--- src/rtl/msf_pkg.sv ---
`timescale 1ns / 1ps

package msf_pkg;

	// Default sizing of the grid and of the height word
	localparam int unsigned MSF_MAX_COLUMNS = 256;
	localparam int unsigned MSF_MAX_ROWS    = 256;
	localparam int unsigned MSF_HEIGHT_BITS = 16;

	// Configuration port
	localparam int unsigned CFG_DATA_W  = 16;
	localparam int unsigned CFG_INDEX_W = 2;
	localparam int unsigned SIZE_CFG_W  = 9;

	typedef enum logic [CFG_INDEX_W-1:0] {
		REG_MATCH_HEIGHT = 2'd0,
		REG_GRID_ROWS    = 2'd1,
		REG_GRID_COLUMNS = 2'd2
	} msf_reg_t;

	localparam logic [SIZE_CFG_W-1:0] GRID_SIZE_RESET = 9'd256;

	// Result fields as they go out on the master side
	localparam int unsigned COORD_W       = 8;
	localparam int unsigned SIDE_OUT_W    = 9;
	localparam int unsigned RESULT_W      = 1 + 4 * COORD_W + SIDE_OUT_W;
	localparam int unsigned OUT_TDATA_W   = ((RESULT_W + 7) / 8) * 8;

	typedef struct packed {
		logic [SIDE_OUT_W-1:0] side_length;
		logic [COORD_W-1:0]    right_column;
		logic [COORD_W-1:0]    bottom_row;
		logic [COORD_W-1:0]    left_column;
		logic [COORD_W-1:0]    top_row;
		logic                  found;
	} msf_result_t;

endpackage

--- src/rtl/msf_ram.sv ---
`timescale 1ns / 1ps

// Simple dual-port RAM: one write port, one read port with registered data
module msf_ram #(
	parameter int unsigned WIDTH = 9,
	parameter int unsigned DEPTH = 256
) (
	input  logic                                  clk,
	input  logic                                  we,
	input  logic [(DEPTH > 1 ? $clog2(DEPTH) : 1)-1:0] waddr,
	input  logic [WIDTH-1:0]                      wdata,
	input  logic                                  re,
	input  logic [(DEPTH > 1 ? $clog2(DEPTH) : 1)-1:0] raddr,
	output logic [WIDTH-1:0]                      rdata
);

	logic [WIDTH-1:0] mem_q [DEPTH];

	// write port
	always_ff @(posedge clk) begin
		if (we) begin
			mem_q[waddr] <= wdata;
		end
	end

	// read port, data held while re is low
	always_ff @(posedge clk) begin
		if (re) begin
			rdata <= mem_q[raddr];
		end
	end

endmodule

--- src/rtl/max_uniform_square_finder.sv ---
`timescale 1ns / 1ps

// Largest uniform square finder.
// Cell heights enter on the slave stream (s_axis_*) in raster order, one cell
// per request. Each cell whose height equals match_height extends the squares
// of its left, upper and upper-left neighbors; the side of the largest square
// is tracked, first one in raster order wins. After the last cell of a
// grid_rows x grid_columns grid, one result goes out on the master stream.
// Configuration: cfg_we/cfg_index/cfg_data; the user must see that they are
// written only while the block is idle, which the block does not enforce.
// Throughput: one cell per clock while s_axis_tready is high, set by the
// single line-buffer RAM (one read, one write each cycle, with a bypass for
// one-column grids). Result path: cell stage, result stage, output reg.
// Stall: two results can be buffered; s_axis_tready drops only while the last
// cell of a grid waits for room in the result stage.
// Reset: counters, neighbor and best-square registers return to zero and the
// next cell starts a new grid; the line buffer is not cleared (row 0 never
// reads it), so there is no clearing pass.
module max_uniform_square_finder #(
	parameter int unsigned MAX_COLUMNS = msf_pkg::MSF_MAX_COLUMNS,
	parameter int unsigned MAX_ROWS    = msf_pkg::MSF_MAX_ROWS,
	parameter int unsigned HEIGHT_BITS = msf_pkg::MSF_HEIGHT_BITS
) (
	input  logic                                  clk,
	input  logic                                  arst_n,
	// configuration
	input  logic                                  cfg_we,
	input  logic [msf_pkg::CFG_INDEX_W-1:0]       cfg_index,
	input  logic [msf_pkg::CFG_DATA_W-1:0]        cfg_data,
	// cell stream
	input  logic                                  s_axis_tvalid,
	output logic                                  s_axis_tready,
	input  logic [((HEIGHT_BITS+7)/8)*8-1:0]      s_axis_tdata,  // cell_height
	// result stream
	output logic                                  m_axis_tvalid,
	input  logic                                  m_axis_tready,
	// found, top_row, left_column, bottom_row, right_column, side_length, zero pad
	output logic [msf_pkg::OUT_TDATA_W-1:0]       m_axis_tdata
);

	localparam int unsigned CW = (MAX_COLUMNS > 1) ? $clog2(MAX_COLUMNS) : 1;
	localparam int unsigned RW = (MAX_ROWS > 1) ? $clog2(MAX_ROWS) : 1;
	localparam int unsigned SIDE_CAP = (MAX_ROWS < MAX_COLUMNS) ? MAX_ROWS : MAX_COLUMNS;
	localparam int unsigned SW = $clog2(SIDE_CAP + 1);
	localparam int unsigned NW0 = ($clog2(MAX_COLUMNS + 1) > $clog2(MAX_ROWS + 1)) ?
		$clog2(MAX_COLUMNS + 1) : $clog2(MAX_ROWS + 1);
	localparam int unsigned NW = (NW0 > msf_pkg::SIZE_CFG_W) ? NW0 : msf_pkg::SIZE_CFG_W;
	localparam int unsigned TW0 = (RW > CW) ? RW : CW;
	localparam int unsigned TW = ((TW0 > SW) ? TW0 : SW) + 1;

	// configuration registers
	logic [msf_pkg::CFG_DATA_W-1:0] match_height_q;
	logic [msf_pkg::SIZE_CFG_W-1:0] grid_rows_q;
	logic [msf_pkg::SIZE_CFG_W-1:0] grid_columns_q;

	always_ff @(posedge clk or negedge arst_n) begin
		if (!arst_n) begin
			match_height_q <= '0;
			grid_rows_q    <= msf_pkg::GRID_SIZE_RESET;
			grid_columns_q <= msf_pkg::GRID_SIZE_RESET;
		end else if (cfg_we) begin
			unique case (msf_pkg::msf_reg_t'(cfg_index))
				msf_pkg::REG_MATCH_HEIGHT: match_height_q <= cfg_data;
				msf_pkg::REG_GRID_ROWS:    grid_rows_q    <= cfg_data[msf_pkg::SIZE_CFG_W-1:0];
				msf_pkg::REG_GRID_COLUMNS: grid_columns_q <= cfg_data[msf_pkg::SIZE_CFG_W-1:0];
				default: ;
			endcase
		end
	end

	// effective grid size: zero counts as one, clipped at the maximum
	logic [NW-1:0] rows_ext, cols_ext, rows_eff, cols_eff;
	always_comb begin
		rows_ext = NW'(grid_rows_q);
		cols_ext = NW'(grid_columns_q);
		if (rows_ext == '0) rows_eff = NW'(1);
		else if (rows_ext > NW'(MAX_ROWS)) rows_eff = NW'(MAX_ROWS);
		else rows_eff = rows_ext;
		if (cols_ext == '0) cols_eff = NW'(1);
		else if (cols_ext > NW'(MAX_COLUMNS)) cols_eff = NW'(MAX_COLUMNS);
		else cols_eff = cols_ext;
	end

	// handshake between stages
	logic s1_valid_s1, s1_last_s1, s2_valid_s2, out_valid_q;
	logic s2_adv, s2_room, s1_go, s1_fire, accept;

	assign s2_adv        = s2_valid_s2 && (!out_valid_q || m_axis_tready);
	assign s2_room       = !s2_valid_s2 || s2_adv;
	assign s1_go         = !s1_valid_s1 || !s1_last_s1 || s2_room;
	assign s1_fire       = s1_valid_s1 && s1_go;
	assign s_axis_tready = s1_go;
	assign accept        = s_axis_tvalid && s_axis_tready;

	// raster position counters
	logic [CW-1:0] col_q;
	logic [RW-1:0] row_q;
	logic          col_end, row_end;

	assign col_end = (NW'(col_q) + NW'(1)) >= cols_eff;
	assign row_end = (NW'(row_q) + NW'(1)) >= rows_eff;

	always_ff @(posedge clk or negedge arst_n) begin
		if (!arst_n) begin
			col_q <= '0;
			row_q <= '0;
		end else if (accept) begin
			if (col_end) begin
				col_q <= '0;
				row_q <= row_end ? '0 : RW'(row_q + RW'(1));
			end else begin
				col_q <= CW'(col_q + CW'(1));
			end
		end
	end

	// line buffer of the previous row's sides
	logic [SW-1:0] side;
	logic [SW-1:0] above_rd;
	logic [CW-1:0] col_s1;

	msf_ram #(
		.WIDTH(SW),
		.DEPTH(MAX_COLUMNS)
	) u_line_buf (
		.clk  (clk),
		.we   (s1_fire),
		.waddr(col_s1),
		.wdata(side),
		.re   (accept),
		.raddr(col_q),
		.rdata(above_rd)
	);

	// cell stage registers
	logic [HEIGHT_BITS-1:0] height_s1;
	logic [RW-1:0]          row_s1;
	logic                   byp_s1;
	logic [SW-1:0]          byp_data_s1;

	always_ff @(posedge clk or negedge arst_n) begin
		if (!arst_n) begin
			s1_valid_s1 <= 1'b0;
			s1_last_s1  <= 1'b0;
		end else if (s1_go) begin
			s1_valid_s1 <= accept;
			s1_last_s1  <= accept && col_end && row_end;
		end
	end

	// payload; the bypass covers a read of the column written in the same cycle
	always_ff @(posedge clk) begin
		if (accept) begin
			height_s1   <= s_axis_tdata[HEIGHT_BITS-1:0];
			col_s1      <= col_q;
			row_s1      <= row_q;
			byp_s1      <= s1_fire && (col_s1 == col_q);
			byp_data_s1 <= side;
		end
	end

	// square side at this cell
	logic [HEIGHT_BITS+msf_pkg::CFG_DATA_W-1:0] match_wide;
	logic [HEIGHT_BITS-1:0] match_cmp;
	logic [SW-1:0] left_q, diag_q, up, diag, left, min_lu, min_all;
	logic          is_match;

	always_comb begin
		match_wide = {HEIGHT_BITS'(0), match_height_q};
		match_cmp  = match_wide[HEIGHT_BITS-1:0];
		is_match   = (height_s1 == match_cmp);
		up   = (row_s1 == '0) ? '0 : (byp_s1 ? byp_data_s1 : above_rd);
		diag = ((row_s1 == '0) || (col_s1 == '0)) ? '0 : diag_q;
		left = (col_s1 == '0) ? '0 : left_q;
		min_lu  = (up < left) ? up : left;
		min_all = (diag < min_lu) ? diag : min_lu;
		side    = is_match ? SW'(min_all + SW'(1)) : '0;
	end

	// best square so far, handed to the result stage at the end of a grid
	logic [SW-1:0] best_side_q, best_side_nx;
	logic [RW-1:0] best_row_q, best_row_nx;
	logic [CW-1:0] best_col_q, best_col_nx;

	always_comb begin
		if (side > best_side_q) begin
			best_side_nx = side;
			best_row_nx  = row_s1;
			best_col_nx  = col_s1;
		end else begin
			best_side_nx = best_side_q;
			best_row_nx  = best_row_q;
			best_col_nx  = best_col_q;
		end
	end

	always_ff @(posedge clk or negedge arst_n) begin
		if (!arst_n) begin
			left_q      <= '0;
			diag_q      <= '0;
			best_side_q <= '0;
			best_row_q  <= '0;
			best_col_q  <= '0;
		end else if (s1_fire) begin
			left_q <= side;
			diag_q <= up;
			if (s1_last_s1) begin
				best_side_q <= '0;
				best_row_q  <= '0;
				best_col_q  <= '0;
			end else begin
				best_side_q <= best_side_nx;
				best_row_q  <= best_row_nx;
				best_col_q  <= best_col_nx;
			end
		end
	end

	// result stage
	logic [SW-1:0] fin_side_s2;
	logic [RW-1:0] fin_row_s2;
	logic [CW-1:0] fin_col_s2;

	always_ff @(posedge clk or negedge arst_n) begin
		if (!arst_n) begin
			s2_valid_s2 <= 1'b0;
		end else if (s1_fire && s1_last_s1) begin
			s2_valid_s2 <= 1'b1;
		end else if (s2_adv) begin
			s2_valid_s2 <= 1'b0;
		end
	end

	always_ff @(posedge clk) begin
		if (s1_fire && s1_last_s1) begin
			fin_side_s2 <= best_side_nx;
			fin_row_s2  <= best_row_nx;
			fin_col_s2  <= best_col_nx;
		end
	end

	// corners from the lower right cell and the side
	msf_pkg::msf_result_t res, res_q;
	logic [TW-1:0] top_w, left_w;
	logic          hit;

	always_comb begin
		hit    = (fin_side_s2 != '0);
		top_w  = TW'(fin_row_s2) + TW'(1) - TW'(fin_side_s2);
		left_w = TW'(fin_col_s2) + TW'(1) - TW'(fin_side_s2);
		res.found        = hit;
		res.top_row      = hit ? msf_pkg::COORD_W'(top_w) : '0;
		res.left_column  = hit ? msf_pkg::COORD_W'(left_w) : '0;
		res.bottom_row   = hit ? msf_pkg::COORD_W'(fin_row_s2) : '0;
		res.right_column = hit ? msf_pkg::COORD_W'(fin_col_s2) : '0;
		res.side_length  = msf_pkg::SIDE_OUT_W'(fin_side_s2);
	end

	// output register
	always_ff @(posedge clk or negedge arst_n) begin
		if (!arst_n) begin
			out_valid_q <= 1'b0;
		end else if (s2_adv) begin
			out_valid_q <= 1'b1;
		end else if (m_axis_tready) begin
			out_valid_q <= 1'b0;
		end
	end

	always_ff @(posedge clk) begin
		if (s2_adv) begin
			res_q <= res;
		end
	end

	assign m_axis_tvalid = out_valid_q;
	assign m_axis_tdata  = msf_pkg::OUT_TDATA_W'(res_q);

endmodule

--- config.mk ---
export PLATFORM = sky130hd
export DESIGN_NAME = max_uniform_square_finder
export DESIGN_NICKNAME = d
export VERILOG_FILES = /design/src/rtl/msf_pkg.sv /design/src/rtl/msf_ram.sv /design/src/rtl/max_uniform_square_finder.sv
export SDC_FILE = /design/constraint.sdc
export NUM_CORES = 2
export LEC_CHECK = 0
export ABC_CLOCK_PERIOD_IN_PS = 20700
export BUFFER_PORTS_ARGS = -buffer_cell sky130_fd_sc_hd__buf_2
export CAP_MARGIN = 20
export CORE_MARGIN = 8
export CORE_UTILIZATION = 51
export DETAILED_ROUTE_END_ITERATION = 8
export PLACE_DENSITY = 0.75
export SYNTH_ARGS = -nofsm -noshare
export SYNTH_HDL_FRONTEND = slang
export SYNTH_SLANG_ARGS = --single-unit
--- constraint.sdc ---
create_clock -name clk -period 20.7 [get_ports clk]
set_clock_uncertainty 0.15 [all_clocks]
set_input_delay 1.035 -clock clk [delete_from_list [all_inputs] [get_ports clk]]
set_output_delay 1.035 -clock clk [all_outputs]
set_load 0.1 [all_outputs]
After elaboration in Yosys (flattened, before gate mapping)
Memory sizes are Yosys's and may differ from the RTL's. A register that Yosys moved wholly into a read port is not among the register bits.
Cells that the tools add are included.
Widths: inputs -> output; s select.
{"block": "word_totals", "ramBits": 2304, "out_inout_bits": 50, "regBits": 206, "input_bits": 39, "mem_count": 1}
{"memory": "u_line_buf.mem_q", "depth": 256, "width": 9, "read_ports": 1, "rd_clocked_by_memory_dff": 1, "write_ports": 1, "line_no": "msf_ram.sv:17", "rtl": "logic [WIDTH-1:0] mem_q [DEPTH];"}
{"block": "op_classes", "n_reduce_logical": 28, "eq_ne": 4, "n_lt_le_gt_ge": 7, "n_addsub": 9, "n_mux": 25}
{"cell": "$mux 9", "n": 13}
{"cell": "$mux 8", "n": 6}
{"cell": "$add 8x1->8 const B", "n": 4}
{"cell": "$add 8x1->9 const B", "n": 2}
{"cell": "$ge 9x9->1", "n": 2}
{"cell": "$gt 9x9->1 const B", "n": 2}
{"cell": "$logic_not 9->1", "n": 2}
{"cell": "$lt 9x9->1", "n": 2}
{"cell": "$eq 16x16->1", "n": 1}
{"cell": "$logic_not 8->1", "n": 2}
{"cell": "$sub 8x8->8", "n": 2}
{"cell": "$add 9x1->9 const B", "n": 1}
{"cell": "$gt 9x9->1", "n": 1}
{"cell": "$reduce_bool 9->1", "n": 1}
{"cell": "$eq 8x8->1", "n": 1}
{"cell": "$reduce_and 2->1", "n": 4}
{"cell": "$logic_and 1x1->1", "n": 7}
{"cell": "$mux 1", "n": 6}
{"cell": "$logic_or 1x1->1", "n": 5}
{"cell": "$logic_not 1->1", "n": 4}
{"cell": "$reduce_bool 2->1", "n": 2}
{"cell": "$eq 2x1->1 const B", "n": 1}
{"cell": "$eq 2x2->1 const B", "n": 1}
{"cell": "$logic_not 2->1", "n": 1}

Depth between registers and ports, before layout
{"block": "logic_depth", "word_depth": 11, "ltp_mapped": 41, "ltp_nobuf": 35}

Hierarchy
A second synthesis with hierarchy kept.
{"block": "hier_totals", "hier_cells": 5167, "hier_area_um2": 100277.4}
{"module": "msf_ram", "area_each_um2": 89368.2, "cells_per_inst": 4237, "n_inst": 1}
{"module": "max_uniform_square_finder", "area_each_um2": 10909.2, "cells_per_inst": 930, "n_inst": 1}

Worst setup path before layout
OpenSTA, ideal clock, no wires.
{"block": "synth_timing", "path_kind": "reg2reg", "from": "reg col_s1[0]", "to": "reg fin_side_s2[0] (data pin)", "stages_incl_launch_ff": 35, "slack_ns": 6.111, "arrival_ns": 14.165, "required_time_ns": 20.276, "cell_sequence": "edfxtp_1 -> or4_4 -> or2_4 -> clkbuf_1 -> and2_1 -> inv_1 -> ha_1 -> o21ai_0 -> o221ai_1 -> a21oi_1 -> o21a_2 -> mux2_2 -> ha_1 -> a2111oi_0 -> o21ai_0 -> o21a_1 -> a221oi_2 -> inv_2 -> o21ai_4 -> buf_4 -> nand2_1 -> o21ai_0 -> ha_1 -> a21bo_2 -> nor4_4 -> xnor2_1 -> nor2_1 -> ha_1 -> nand2_1 -> a2111oi_0 -> a211oi_1 -> a41oi_1 -> clkbuf_1 -> clkbuf_1 -> mux2_2"}
{"block": "synth_between", "elab_chain_len": 10, "word_cells_on_any_way": 12}
{"item": "from (decl)", "line_no": "max_uniform_square_finder.sv:120", "rtl": "logic [CW-1:0] col_s1;"}
{"item": "from (signal assigned)", "line_no": "max_uniform_square_finder.sv:155", "rtl": "col_s1 <= col_q;"}
{"item": "$logic_not 8->1 (*)", "line_no": "max_uniform_square_finder.sv:173, max_uniform_square_finder.sv:174"}
{"item": "$mux 9", "line_no": "max_uniform_square_finder.sv:174", "rtl": "left = (col_s1 == '0) ? '0 : left_q;"}
{"item": "$lt 9x9->1", "line_no": "max_uniform_square_finder.sv:175", "rtl": "min_lu = (up < left) ? up : left;"}
{"item": "$mux 9", "line_no": "max_uniform_square_finder.sv:175"}
{"item": "$lt 9x9->1", "line_no": "max_uniform_square_finder.sv:176", "rtl": "min_all = (diag < min_lu) ? diag : min_lu;"}
{"item": "$mux 9 (*)", "line_no": "max_uniform_square_finder.sv:176"}
{"item": "$add 9x1->9 (*)", "line_no": "max_uniform_square_finder.sv:177", "rtl": "side = is_match ? SW'(min_all + SW'(1)) : '0;"}
{"item": "$mux 9 (*)", "line_no": "max_uniform_square_finder.sv:177"}
{"item": "net side[8]", "line_no": "max_uniform_square_finder.sv:118", "rtl": "logic [SW-1:0] side;"}
{"item": "$gt 9x9->1 (*)", "line_no": "max_uniform_square_finder.sv:186", "rtl": "if (side > best_side_q) begin"}
{"item": "$mux 9 (*)", "line_no": "max_uniform_square_finder.sv:186"}
{"item": "net best_side_nx[0]", "line_no": "max_uniform_square_finder.sv:181", "rtl": "logic [SW-1:0] best_side_q, best_side_nx;"}
{"item": "to (signal assigned)", "line_no": "max_uniform_square_finder.sv:236", "rtl": "fin_side_s2 <= best_side_nx;"}
{"item": "to (decl)", "line_no": "max_uniform_square_finder.sv:220", "rtl": "logic [SW-1:0] fin_side_s2;"}
The timed path passes the listed nets; every way through them passes the cells marked *.
A chain may end at the register's enable or synchronous reset.

Final worst setup path
{"block": "layout_timing", "from": "reg col_s1[4]", "to": "reg best_col_q[7]"}
{"block": "layout_between", "elab_chain_len": 11, "word_cells_on_any_way": 13}
{"item": "$logic_not 8->1 (*)", "line_no": "max_uniform_square_finder.sv:173, max_uniform_square_finder.sv:174"}
{"item": "$mux 9", "line_no": "max_uniform_square_finder.sv:174"}
{"item": "$lt 9x9->1", "line_no": "max_uniform_square_finder.sv:175"}
{"item": "$mux 9", "line_no": "max_uniform_square_finder.sv:175"}
{"item": "$lt 9x9->1", "line_no": "max_uniform_square_finder.sv:176"}
{"item": "$mux 9 (*)", "line_no": "max_uniform_square_finder.sv:176"}
{"item": "$add 9x1->9 (*)", "line_no": "max_uniform_square_finder.sv:177"}
{"item": "$mux 9 (*)", "line_no": "max_uniform_square_finder.sv:177"}
{"item": "net side[6]", "line_no": "max_uniform_square_finder.sv:118"}
{"item": "$gt 9x9->1 (*)", "line_no": "max_uniform_square_finder.sv:186"}
{"item": "$mux 8 (*)", "line_no": "max_uniform_square_finder.sv:186"}
{"item": "net best_col_nx[7]", "line_no": "max_uniform_square_finder.sv:183", "rtl": "logic [CW-1:0] best_col_q, best_col_nx;"}
{"item": "$mux 8 (*)", "line_no": "max_uniform_square_finder.sv:207", "rtl": "if (s1_last_s1) begin"}
{"item": "to (signal assigned)", "line_no": "max_uniform_square_finder.sv:214", "rtl": "best_col_q <= best_col_nx;"}
{"item": "to (decl)", "line_no": "max_uniform_square_finder.sv:183"}
Marked as above.

==> results.yml <==
synthesis:
  syn_avg_cell_area_sq_um: 22.1
  async_reset_ff_frac: 0.0385
  synthFlopType: "edfxtp_1"
  synth_edf_count: 2422
  synth_area_leader_cell: "edfxtp_1"
  synth_seq_area_share: 0.756
  synth_top_cell_area_share: 0.732
  synthCells: 4499
  synth-seq-cells: 2519
  yosysWarnings: 0
  synth_cell_types: 72
  synth_area_leaders: "edfxtp_1 (73%), mux4_2 (17%), dfrtp_1 (2.4%), nor2_1 (1.1%), ha_1 (0.89%)"
  syn_area_sq_um: 99400
timing:
  rsz0062_at_grt: "false"
  fin_crit_sh: 0.523
  min_period_ps: 10830
  worstMarginPinSlew_ps: 1350
  drv_slew: 0
  final.setup.tns_ps: 0
  slew_headroom: 0.0974
  fmax_ghz: 0.0923
  setup-violations-final: 0
  timing.final.hold_violations: 0
clock_tree:
  ctsRootBufferMaster: "clkbuf_16"
  cts.reportedPaths.clkPinSlew_ps: 60
  ctsLongestPathBuffers: 3
  numClockSinks: 2519
  tritoncts: "yes"
  htree_levels: 4
  clkLatencyLatePin_ps: 880
  cts_made_buffers: 238
worst_setup_path:
  crit_fanout: 258
  path_buf_inv: 4
  startpoint_type: "register"
  cpPeakStageDelay_ps: 760
  end_kind: "register"
  critPathSlowestCell: "or4_4"
  arrival_ps: 11420
  critPathKind: "register to register"
  required_ps: 21290
  path_delay_family: "compound AO/OA/AOI/OAI gates"
placement:
  hpwlAfterDp_um: 128000
  placed_cells: 6952
  place.gp.congestion: 0.809
  postPlaceCellArea_sq_um: 103000
  io_buffers: 82
floorplanning:
  fp.dieW_um: 458
  coreArea_sq_um: 194000
  io-pin-count: 89
  die_h_um: 458
  start_util: 0.511
  dieArea_sq_um: 209000
  rows: 162
global_route:
  grt_pass1_vias: 47900
  track_usage: 0.217
  overflow: 0
  antenna_found_initial: 10
  grt_max_degree: 259
  grt_pass1_wl_um: 337000
hold_path:
  hold_class: "input pin to register"
drt:
  firstDrtPassIters: 5
  drc: 0
  postRouteWirelength_um: 231000
  drt-wirelength-per-cell_um: 31.1
  avgViaCountPerCell: 6.39
  ant_nets: 0
  drt_first_iter_violations: 6282
  num_vias: 47400
finish:
  regArea_sq_um: 75200
  drive_gt1_frac: 0.287
  nFillCells: 13400
  multi_input_area_sq_um: 23300
  fin_cells: 7421
  area_growth_pct: 11.6
  fin_nets: 4786
  design_area_sq_um: 111000
power_and_ir_drop:
  p_comb_frac: 0.170
  power_density_nw_per_um2: 109
  p_sw_mw: 3.17
  netSwitchingFraction: 0.262
  seq_power_share: 0.470
  clkPwrFrac: 0.361
  p_int_mw: 8.96
  power.leakage_nw: 40.4
  irDropWorstVdd_mv: 0.0997
status:
  outcome: "completed"
run:
  drv_cap: 0
## placed cells by master, fill, tap and decap left out, drive strengths merged, types with 25 or more instances in the layout
cell	instances
ha	71
and2	29
edfxtp	2422
nor2	304
clkinv	108
mux2	59
o21ai	49
bufinv	27
xor2	25
dfrtp	95
clkbuf	292
buf	171
inv	55
mux4	766
xnor2	30
nand2	116
## through the flow
step	utilization	hold WS (ps)	total power [mW]	setup WS, ps
4_1_cts	0.569	138	12.2	9830
3_3_place_gp	0.529	306	7.87	9980
5_1_grt	0.571	160	12.5	9010
2_1_floorplan	-	273	7.31	6110
6_report	0.571	207	12.1	9870
3_5_place_dp	0.529	307	7.88	9900
## power groups by stage
| stage | registers, mW | clock network (mW) | logic (mW) |
|---|---|---|---|
| final | 5.70 | 4.38 | 2.06 |
| after CTS | 5.70 | 4.42 | 2.08 |
| after global placement | 5.80 | 0 | 2.07 |
| after detailed placement | 5.81 | 0 | 2.07 |
| after floorplan | 5.71 | 0 | 1.60 |
| after global routing | 5.71 | 4.60 | 2.19 |
## synthesized netlist by cell type (7+ instances only)
library cell / instances
nand3_1: 21
o21ai_0: 42
clkbuf_1: 171
xor2_1: 25
inv_1: 43
nand2_1: 116
mux2i_1: 11
a21oi_1: 23
nor2b_1: 15
ha_1: 71
mux4_2: 766
buf_1: 50
and3_1: 18
nand4_1: 11
edfxtp_1: 2422
o21a_1: 9
dfrtp_1: 95
mux2_2: 59
nand2b_1: 10
buf_4: 7
a21o_1: 19
buf_2: 12
and2_1: 29
nor2_1: 300
xnor2_1: 30
a32o_1: 18
nor3_1: 12
## layer usage
metal | GRT usage | vias up | share of wire
met3 | 0.0496 | 463 | 0.096
met1 | 0.297 | 25200 | 0.38
met2 | 0.349 | 2665 | 0.49
li1 | - | 19100 | -
met4 | 0.0739 | 6 | 0.035
met5 | 0 | - | 0.00017
## path summary, 6_finish.rpt
check | startpoint | to | slack [ps] | depth (start not counted)
max in group asynchronous | arst_n | col_q[1]$_DFFE_PN0P_ | 18480 | 3
worst max-delay path | col_s1[4]$_DFFE_PP_ | best_col_q[7]$_DFFE_PN0P_ | 9870 | 33
worst max register to register | col_s1[4]$_DFFE_PP_ | best_col_q[7]$_DFFE_PN0P_ | 9870 | 33
worst min register to register | diag_q[8]$_DFFE_PN0P_ | diag_q[8]$_DFFE_PN0P_ | 320 | 2
worst min-delay path | s_axis_tdata[15] | height_s1[15]$_DFFE_PP_ | 210 | 1
min in group asynchronous | arst_n | match_cmp[15]$_DFFE_PN0P_ | 500 | 2
## worst reg2reg max path, delay by kind of cell, from the launching register on
| kind | cells | cell delay, ps |
|---|---|---|
| DFF | 1 | 520 |
| and+or+nand+nor | 6 | 1790 |
| buffers and inverters | 4 | 1120 |
| muxes | 2 | 840 |
| adders and majority gates | 4 | 1220 |
| xor gates and xnor gates | 1 | 170 |
| AOI/OAI and AO/OA | 16 | 4900 |
## registers in the layout, summed over array words and instances, names as in the netlist, 8 cells and up
signal,cells
u_line_buf.mem_q,2304
m_axis_tdata,42
height_s1,16
match_cmp,16
best_side_q,9
byp_data_s1,9
cols_ext,9
diag_q,9
fin_side_s2,9
grid_rows_q,9
left_q,9
u_line_buf.rdata,9
best_col_q,8
best_row_q,8
col_q,8
col_s1,8
fin_col_s2,8
fin_row_s2,8
row_q,8
row_s1,8
## layout make-up
| class | instances | area share |
|---|---|---|
| Sequential cell | 2519 | 0.677 |
| Multi-Input combinational cell | 1695 | 0.209 |
| Clock buffer | 291 | 0.0565 |
| Tap cell | 2542 | 0.0287 |
| Clock inverter | 151 | 0.0138 |
| Timing Repair Buffer | 173 | 0.0127 |
| Inverter | 47 | 0.00159 |
| Antenna cell | 3 | 0.0000676 |
## logic make-up (layout without fill, tap and decap cells)
family | after synthesis | count (layout) | share of synthesized area
AO/OA/AOI/OAI | 160 | 160 | 0.0115
XOR/XNOR | 55 | 55 | 0.00484
adder cells (fa/ha/maj) | 73 | 73 | 0.00934
buffers and inverters | 290 | 662 | 0.0116
flip-flops | 2519 | 2519 | 0.756
multiplexers | 837 | 837 | 0.182
other | 1 | 9 | 0.0000377
AND/OR/NAND/NOR | 564 | 564 | 0.0252
## timing repair
| item | 4_1_cts | 5_1_grt |
|---|---|---|
| hold buffers | 1 | 0 |
| hold endpoints to repair | 23 | 0 |
| buffers inserted | 0 | 0 |
| resized for setup | 0 | 0 |
No activity file was read; power rests on OpenSTA's default activity.
